<file path="config.mk">
export PLATFORM = sky130hd
export DESIGN_NAME = rpa_ctrl
export DESIGN_NICKNAME = d
export VERILOG_FILES = /design/src/rtl/rpa_pkg.sv /design/src/rtl/rpa_ctrl.sv
export SDC_FILE = /design/constraint.sdc
export NUM_CORES = 1
export LEC_CHECK = 0
export BUFFER_PORTS_ARGS = -buffer_cell sky130_fd_sc_hd__buf_2
export CORE_AREA = 2 2 39 41
export DETAILED_ROUTE_END_ITERATION = 8
export DIE_AREA = 0 0 41 43
export GPL_TIMING_DRIVEN = 1
export PLACE_DENSITY = 0.38
export SKIP_LAST_GASP = 1
export SYNTH_ARGS = -nofsm -noshare
export SYNTH_HDL_FRONTEND = slang
export SYNTH_SLANG_ARGS = --single-unit
export TNS_END_PERCENT = 30
</file>
<file path="constraint.sdc">
create_clock -name clock -period 2.1 [get_ports clock]
set_input_delay 0.315 -clock clock [delete_from_list [all_inputs] [get_ports clock]]
set_output_delay 0.315 -clock clock [all_outputs]
set_load 0.05 [all_outputs]
</file>
<file path="src/rtl/rpa_pkg.sv">
// Shared constants, codes and transaction types of the page allocator.
package rpa_pkg;

   localparam int NUM_PAGES  = 16384;
   localparam int COUNT_BITS = 8;

   localparam int IDX_W   = $clog2(NUM_PAGES);
   localparam int DEPTH_W = $clog2(NUM_PAGES + 1);
   localparam int WIDE_W  = 17;

   localparam int OP_W   = 3;
   localparam int PAGE_W = 14;
   localparam int STAT_W = 2;
   localparam int REF_W  = 8;
   localparam int FREE_W = 15;

   localparam logic [OP_W-1:0] OP_INIT       = 3'd0;
   localparam logic [OP_W-1:0] OP_ALLOC      = 3'd1;
   localparam logic [OP_W-1:0] OP_FREE       = 3'd2;
   localparam logic [OP_W-1:0] OP_INC_REF    = 3'd3;
   localparam logic [OP_W-1:0] OP_DEC_REF    = 3'd4;
   localparam logic [OP_W-1:0] OP_GET_REF    = 3'd5;
   localparam logic [OP_W-1:0] OP_GET_FREE   = 3'd6;

   localparam logic [STAT_W-1:0] STAT_OK       = 2'd0;
   localparam logic [STAT_W-1:0] STAT_NO_PAGE  = 2'd1;
   localparam logic [STAT_W-1:0] STAT_BAD_PAGE = 2'd2;
   localparam logic [STAT_W-1:0] STAT_FULL     = 2'd3;

   typedef struct packed {
      logic [OP_W-1:0]   opcode;
      logic [PAGE_W-1:0] page;
   } req_type;

   typedef struct packed {
      logic [STAT_W-1:0] status;
      logic [PAGE_W-1:0] page_out;
      logic [REF_W-1:0]  ref_count;
      logic [FREE_W-1:0] free_count;
   } rsp_type;

   typedef struct packed {
      logic clear_step;
      logic load;
      logic walk_start;
      logic walk_step;
      logic commit;
   } cmd_type;

   typedef struct packed {
      logic op_init;
      logic clear_last;
      logic walk_done;
   } sts_type;

endpackage

</file>
<file path="src/rtl/rpa_ctrl.sv">
// Controller state machine of the page allocator: handshakes and datapath commands.
module rpa_ctrl (
   input  logic             clock,
   input  logic             reset,
   input  logic             req_valid,
   output logic             req_ready,
   output logic             rsp_valid,
   input  logic             rsp_ready,
   input  rpa_pkg::sts_type sts,
   output rpa_pkg::cmd_type cmd
);

   localparam logic [1:0] ST_CLEAR = 2'd0;
   localparam logic [1:0] ST_IDLE  = 2'd1;
   localparam logic [1:0] ST_EXEC  = 2'd2;
   localparam logic [1:0] ST_WALK  = 2'd3;

   logic [1:0] state_ff, state_in;
   logic       rsp_valid_ff, rsp_valid_in;
   logic       out_free;

   assign out_free = !rsp_valid_ff || rsp_ready;

   always_comb begin
      state_in  = state_ff;
      cmd       = '0;
      req_ready = 1'b0;
      case (state_ff)
         ST_CLEAR: begin
            cmd.clear_step = 1'b1;
            if (sts.clear_last) begin
               state_in = ST_IDLE;
            end
         end
         ST_IDLE: begin
            req_ready = 1'b1;
            if (req_valid) begin
               cmd.load = 1'b1;
               state_in = ST_EXEC;
            end
         end
         ST_EXEC: begin
            if (sts.op_init) begin
               cmd.walk_start = 1'b1;
               state_in       = ST_WALK;
            end else if (out_free) begin
               cmd.commit = 1'b1;
               state_in   = ST_IDLE;
            end
         end
         ST_WALK: begin
            if (!sts.walk_done) begin
               cmd.walk_step = 1'b1;
            end else if (out_free) begin
               cmd.commit = 1'b1;
               state_in   = ST_IDLE;
            end
         end
         default: begin
            state_in = ST_IDLE;
         end
      endcase
   end

   assign rsp_valid_in = cmd.commit ? 1'b1 : (rsp_ready ? 1'b0 : rsp_valid_ff);

   always_ff @(posedge clock) begin
      if (reset) begin
         state_ff     <= ST_CLEAR;
         rsp_valid_ff <= 1'b0;
      end else begin
         state_ff     <= state_in;
         rsp_valid_ff <= rsp_valid_in;
      end
   end

   assign rsp_valid = rsp_valid_ff;

endmodule

</file>
==> results.py, run 1 <==
metrics = {
    "sta": {
        "final.period_utilization_pct": 80.72,
        "rsz0062_at_grt": "no",
        "finClkSkew_ns": 0.003388,
        "timing.fmax_mhz": 589.9,
        "worst_pin_slew_ns": 0.3044,
        "setup_viol": 0,
        "finalSetupTns_ns": 0,
        "report.final.slew_viol_count": 0,
        "hold_viol": 0,
        "period_minus_slack_ns": 1.695,
        "fin_ws_ns": 0.4049,
        "slew-limit-headroom_pct": 79.68,
    },
    "routing": {
        "vias": 208,
        "avgViaCountPerCell": 3.852,
        "wl_um": 477,
        "dr.pass1.iters": 4,
        "drc": 0,
        "drtIter0Drc": 3,
        "ant_nets": 0,
        "wl_per_cell_um": 8.833,
    },
    "synthesis": {
        "synthXorXnorAreaFrac_pct": 0,
        "synth.most_common_cell": "dfxtp_1",
        "synth_top_cell_by_area": "dfxtp_1",
        "ys_seq_area_share_pct": 30.97,
        "synth_top_area_share_pct": 30.97,
        "syn_nets": 31,
        "synth_top_family_by_area": "simple AND/OR/NAND/NOR gates",
        "synthFlopType": "dfxtp_1",
        "synthAdderAreaFrac_pct": 0,
        "synth_mux_area_share_pct": 0,
        "synthTopCellsByArea": "dfxtp_1 (31%), nor2b_1 (6.5%), buf_6 (5.8%)",
        "async_flop_share_pct": 0,
        "syn_inst": 24,
        "yosys-top-cells-count": "dfxtp_1 (3), a21oi_1 (2), nand2_1 (2), nor2_1 (2), nor2b_1 (2)",
        "synthSimpleGateAreaFrac_pct": 31.61,
        "synth_compound_area_share_pct": 25.16,
        "synth_cell_types": 18,
        "post_synth.cell_area_avg_um2": 8.081,
        "netlist_area_um2": 193.9,
        "yosys_warnings": 0,
        "synth_edf_count": 0,
        "ys_seq_elements": 3,
    },
    "grt": {
        "grt_pass1_wl_um": 655,
        "grt_pass1_vias": 182,
        "antenna_found_initial": 0,
        "track_usage_pct": 5.711,
        "gr-total-overflow": 0,
        "grt_start_max_net_pins": 11,
    },
    "pwr": {
        "pwr_density_cell_nw_per_um2": 873.5,
        "p_leak_nw": 0.1413,
        "total_power_w": 0.0002459,
        "ir_worst_vdd_uv": 108.7,
    },
    "finish": {
        "multi_input_area_um2": 110.1,
        "n_antenna_cell": 0,
        "regArea_um2": 60.06,
        "layout.nets": 46,
        "fill_cells": 165,
        "drive_gt1_share_pct": 44.74,
        "final_cells": 54,
        "syn2layout_area_growth_pct": 45.16,
    },
    "worst_setup_path": {
        "cp-end-kind": "primary output",
        "critPathKind": "flop to primary output",
        "cp_max_fo": 10,
        "crit_buf_inv": 1,
        "crit_path_start_kind": "flop",
        "worstPathArrival_ns": 1.38,
        "critPathTopFamily": "flip-flops",
        "path_cells": "nand2_1 -> o21ai_1 -> and3_1 -> buf_2",
        "slowest_delay_ns": 0.49,
        "cp.required_ns": 1.78,
        "cp_slowest_cell": "dfxtp_1",
    },
    "place": {
        "place_inst": 50,
        "portBuffers": 13,
        "post-place-ws_ns": 0.6535,
        "globalplace.congestion": 0.6647,
    },
    "clock_network": {
        "clockRootBuffer": "clkbuf_4",
        "cts_setup_buffers": 0,
        "tritoncts": "done",
        "clock_path_buffers": 2,
        "clock_sinks": 3,
        "numCtsBuffers": 3,
        "htreeDepth": 1,
        "worstSkewPairLatency_ns": 0.23,
        "cts_hold_buf": 0,
        "cts_resized": 0,
        "clkTransAtPathRegs_ns": 0.04,
    },
    "die": {
        "dieHeight_um": 43,
        "dieWidth_um": 41,
        "num_rows": 14,
        "core-area_um2": 1384,
        "dieArea_um2": 1763,
        "pin_count": 14,
        "initial_core_util_pct": 14.01,
    },
    "worst_hold_path": {
        "hold_class": "input port to flop",
    },
    "job": {
        "cap_violations": 0,
    },
    "status": {
        "status": "finished clean",
    },
}
-- through the flow --
stage | cell area, um2 | util, % | hold WS, ns
after detailed placement | 255.2 | 18.44 | 0.5308
after floorplan | 193.9 | - | 0.3841
after global placement | 255.2 | 18.44 | 0.5282
after global routing | 281.5 | 20.34 | 0.2980
after CTS | 281.5 | 20.34 | 0.2818
final | 281.5 | 20.34 | 0.2867
-- per-layer routing --
layer	up-vias	routed length [um]	track usage [%]
li1	112	-	-
met1	92	190	5.751
met2	4	262	8.125
met3	0	24	0.5236
met4	0	0	8.000
met5	-	0	0
-- area by class of cell --
class | instances | share of cell area, %
repair buffers | 13 | 23.11
multi-input cells | 18 | 39.11
flip-flops and latches | 3 | 21.33
well taps | 16 | 7.111
clock buffers | 4 | 9.333
-- flip-flops by register name (all words and copies together), names as in the netlist --
register	cells
state_ff	2
rsp_valid	1
-- power breakdown --
part | internal, W | total, W | switching [W]
clock network | 0.0000712 | 0.000101 | 0.0000295
registers | 0.0000621 | 0.0000720 | 0.00000985
logic | 0.0000224 | 0.0000732 | 0.0000508
-- worst register-to-register path: stages (launching register included) --
cell	delay [ns]
dfxtp_1	0.49
nor2_2	0.07
a211o_1	0.26
a21oi_1	0.12
-- final timing paths --
path                     from           to  slack, ns  depth (start not counted)
setup / recovery  state_ff[0]       cmd[0]       0.40                          4
hold / removal          reset  state_ff[0]       0.29                          2
setup reg to reg  state_ff[0]  state_ff[0]       1.09                          3
hold reg to reg     rsp_valid    rsp_valid       0.56                          2
-- cells by family after synthesis --
| group | after synthesis |
|---|---|
| compound gates | 7 |
| buf+inv | 3 |
| flops | 3 |
| simple gates | 11 |
-- cell usage in the layout (no fill, tap or decap) --
master / Yosys / final
nor2b_1: 2 / 2
o31ai_1: 1 / 1
nand2b_1: 1 / 1
o2bb2ai_1: 1 / 1
a211o_1: 1 / 1
and3b_1: 1 / 1
o21ai_1: 1 / 1
and3_1: 1 / 1
buf_2: 1 / 13
clkbuf_1: 0 / 1
nor2_1: 2 / 2
nand2_1: 2 / 2
a311oi_1: 1 / 1
and2_1: 1 / 1
dfxtp_1: 3 / 3
clkbuf_4: 0 / 3
a21oi_1: 2 / 2
nor2_2: 1 / 1
No activity file was read; power rests on OpenSTA's default activity.
==> run 2: changes to the inputs <==
==> constraint.sdc (replaced) <==
create_clock -name clock -period 1.6 [get_ports clock]
set_input_delay 0.24 -clock clock [delete_from_list [all_inputs] [get_ports clock]]
set_output_delay 0.24 -clock clock [all_outputs]
set_load 0.05 [all_outputs]
==> results.py, run 2 (synthesis gave the netlist of run 1 again) <==
metrics = {
    "status": {
        "status": "finished clean",
    },
    "finish": {
        "drive_gt1_share_pct": 53.85,
        "regMostFlops": "state_ff",
        "layout.nets": 47,
        "syn2layout_area_growth_pct": 51.61,
        "largest_register_ffs": 2,
        "final_cells": 55,
        "n_antenna_cell": 0,
        "final_cell_mix": "buf_2 (13), clkbuf_4 (3)",
        "finish.utilization_pct": 21.25,
        "layout_commonest_cell": "buf_2",
    },
    "pwr": {
        "p_leak_nw": 0.1480,
        "pwr_density_cell_nw_per_um2": 1110,
        "ir_worst_vdd_uv": 186.0,
    },
    "routing": {
        "avgViaCountPerCell": 3.982,
        "wl_um": 433,
        "topRoutingLayerUsed": "met3",
        "dr_wl_met3_um": 27,
        "vias": 219,
        "dr_wl_met2_um": 226,
        "drtIter0Drc": 0,
        "wl_per_cell_um": 7.873,
        "ant_nets": 0,
        "wl_met1_um": 178,
        "drc": 0,
        "dr.pass1.iters": 1,
    },
    "clock_network": {
        "clock_sinks": 3,
        "htreeDepth": 1,
        "tritoncts": "done",
        "clock_path_buffers": 2,
        "cts_hold_buf": 0,
        "clockRootBuffer": "clkbuf_4",
        "worstSkewPairLatency_ns": 0.23,
        "clkTransAtPathRegs_ns": 0.04,
        "numCtsBuffers": 3,
    },
    "die": {
        "pin_count": 14,
        "dieWidth_um": 41,
        "num_rows": 14,
        "core-area_um2": 1384,
        "dieArea_um2": 1763,
        "initial_core_util_pct": 14.01,
        "dieHeight_um": 43,
    },
    "sta": {
        "fin_ws_ns": 0.1265,
        "report.final.slew_viol_count": 0,
        "final.period_utilization_pct": 92.09,
        "timing.fmax_mhz": 678.7,
        "finClkSkew_ns": 0.003610,
        "worst_pin_slew_ns": 0.2961,
        "period_minus_slack_ns": 1.473,
        "slew-limit-headroom_pct": 80.24,
        "setup_viol": 0,
        "timing.hold.ws_ns": 0.2118,
        "hold_viol": 0,
        "finalSetupTns_ns": 0,
        "rsz0062_at_grt": "no",
    },
    "grt": {
        "antenna_found_initial": 0,
        "gr-total-overflow": 0,
        "grt_start_max_net_pins": 11,
        "track_usage_pct": 5.717,
        "grt_pass1_vias": 166,
        "grt_pass1_wl_um": 614,
    },
    "place": {
        "hpwl_um": 357.7,
        "portBuffers": 13,
        "post-place-ws_ns": 0.2666,
        "globalplace.congestion": 0.6834,
        "place_inst": 51,
    },
    "worst_setup_path": {
        "critPathKind": "flop to primary output",
        "cp.required_ns": 1.36,
        "reg2regPathDepth": 3,
        "crit_path_start_kind": "flop",
        "cp_max_fo": 8,
        "cp-end-kind": "primary output",
        "worstPathArrival_ns": 1.23,
    },
    "worst_hold_path": {
        "hold_class": "input port to flop",
        "hold_depth": 2,
    },
    "job": {
        "cap_violations": 0,
    },
}
[run 2: cell count changes in the layout (fill, tap and decap cells not counted)]
cell / delta
nor2b_2: +1
dfxtp_2: +1
and2_1: -1
buf_4: +1
and2_2: +1
dfxtp_1: -1
nor2b_1: -1
[run 2: path summary, 6_finish.rpt]
path / from / to / slack (ns)
worst min-delay path: reset / state_ff[0] / 0.21
worst max-delay path: state_ff[0] / cmd[0] / 0.13
worst min register to register: rsp_valid / rsp_valid / 0.56
worst max register to register: state_ff[0] / state_ff[0] / 0.66
[run 2: power breakdown]
part | switching, W | internal, W
sequential | 0.0000112 | 0.0000823
clock | 0.0000371 | 0.0000933
combinational | 0.0000684 | 0.0000342
[run 2: per-stage QoR]
stage               instance area, um2   power, W
floorplan                        197.7  0.0001770
global placement                 266.5  0.0001994
detailed placement               266.5  0.0001982
CTS                              292.8  0.0003334
global route                     294.0  0.0003503
finish                           294.0  0.0003265
[run 2: final cells by class]
type	count	area, um2
Fill cell	150	1090
Multi-Input combinational cell	18	113.9
Timing Repair Buffer	14	72.57
Sequential cell	3	61.31
Clock buffer	4	26.28
Tap cell	16	20.02
[run 2: timing repair]
| action | CTS | global route |
|---|---|---|
| resized for setup | 0 | 1 |
| setup buffers | 0 | 0 |
| setup endpoints to repair | 0 | 1 |
[run 2: layer usage]
metal,GRT usage [%],vias to the layer above
met5,0,-
met4,6.000,0
met3,3.141,0
met2,7.500,5
met1,5.769,99
li1,-,115
[run 2: critical path: stages (launching register included)]
cell and delay (ns):
dfxtp_2 0.38, nand2_1 0.06, o21ai_1 0.12, and3_1 0.18
buf_2 0.26
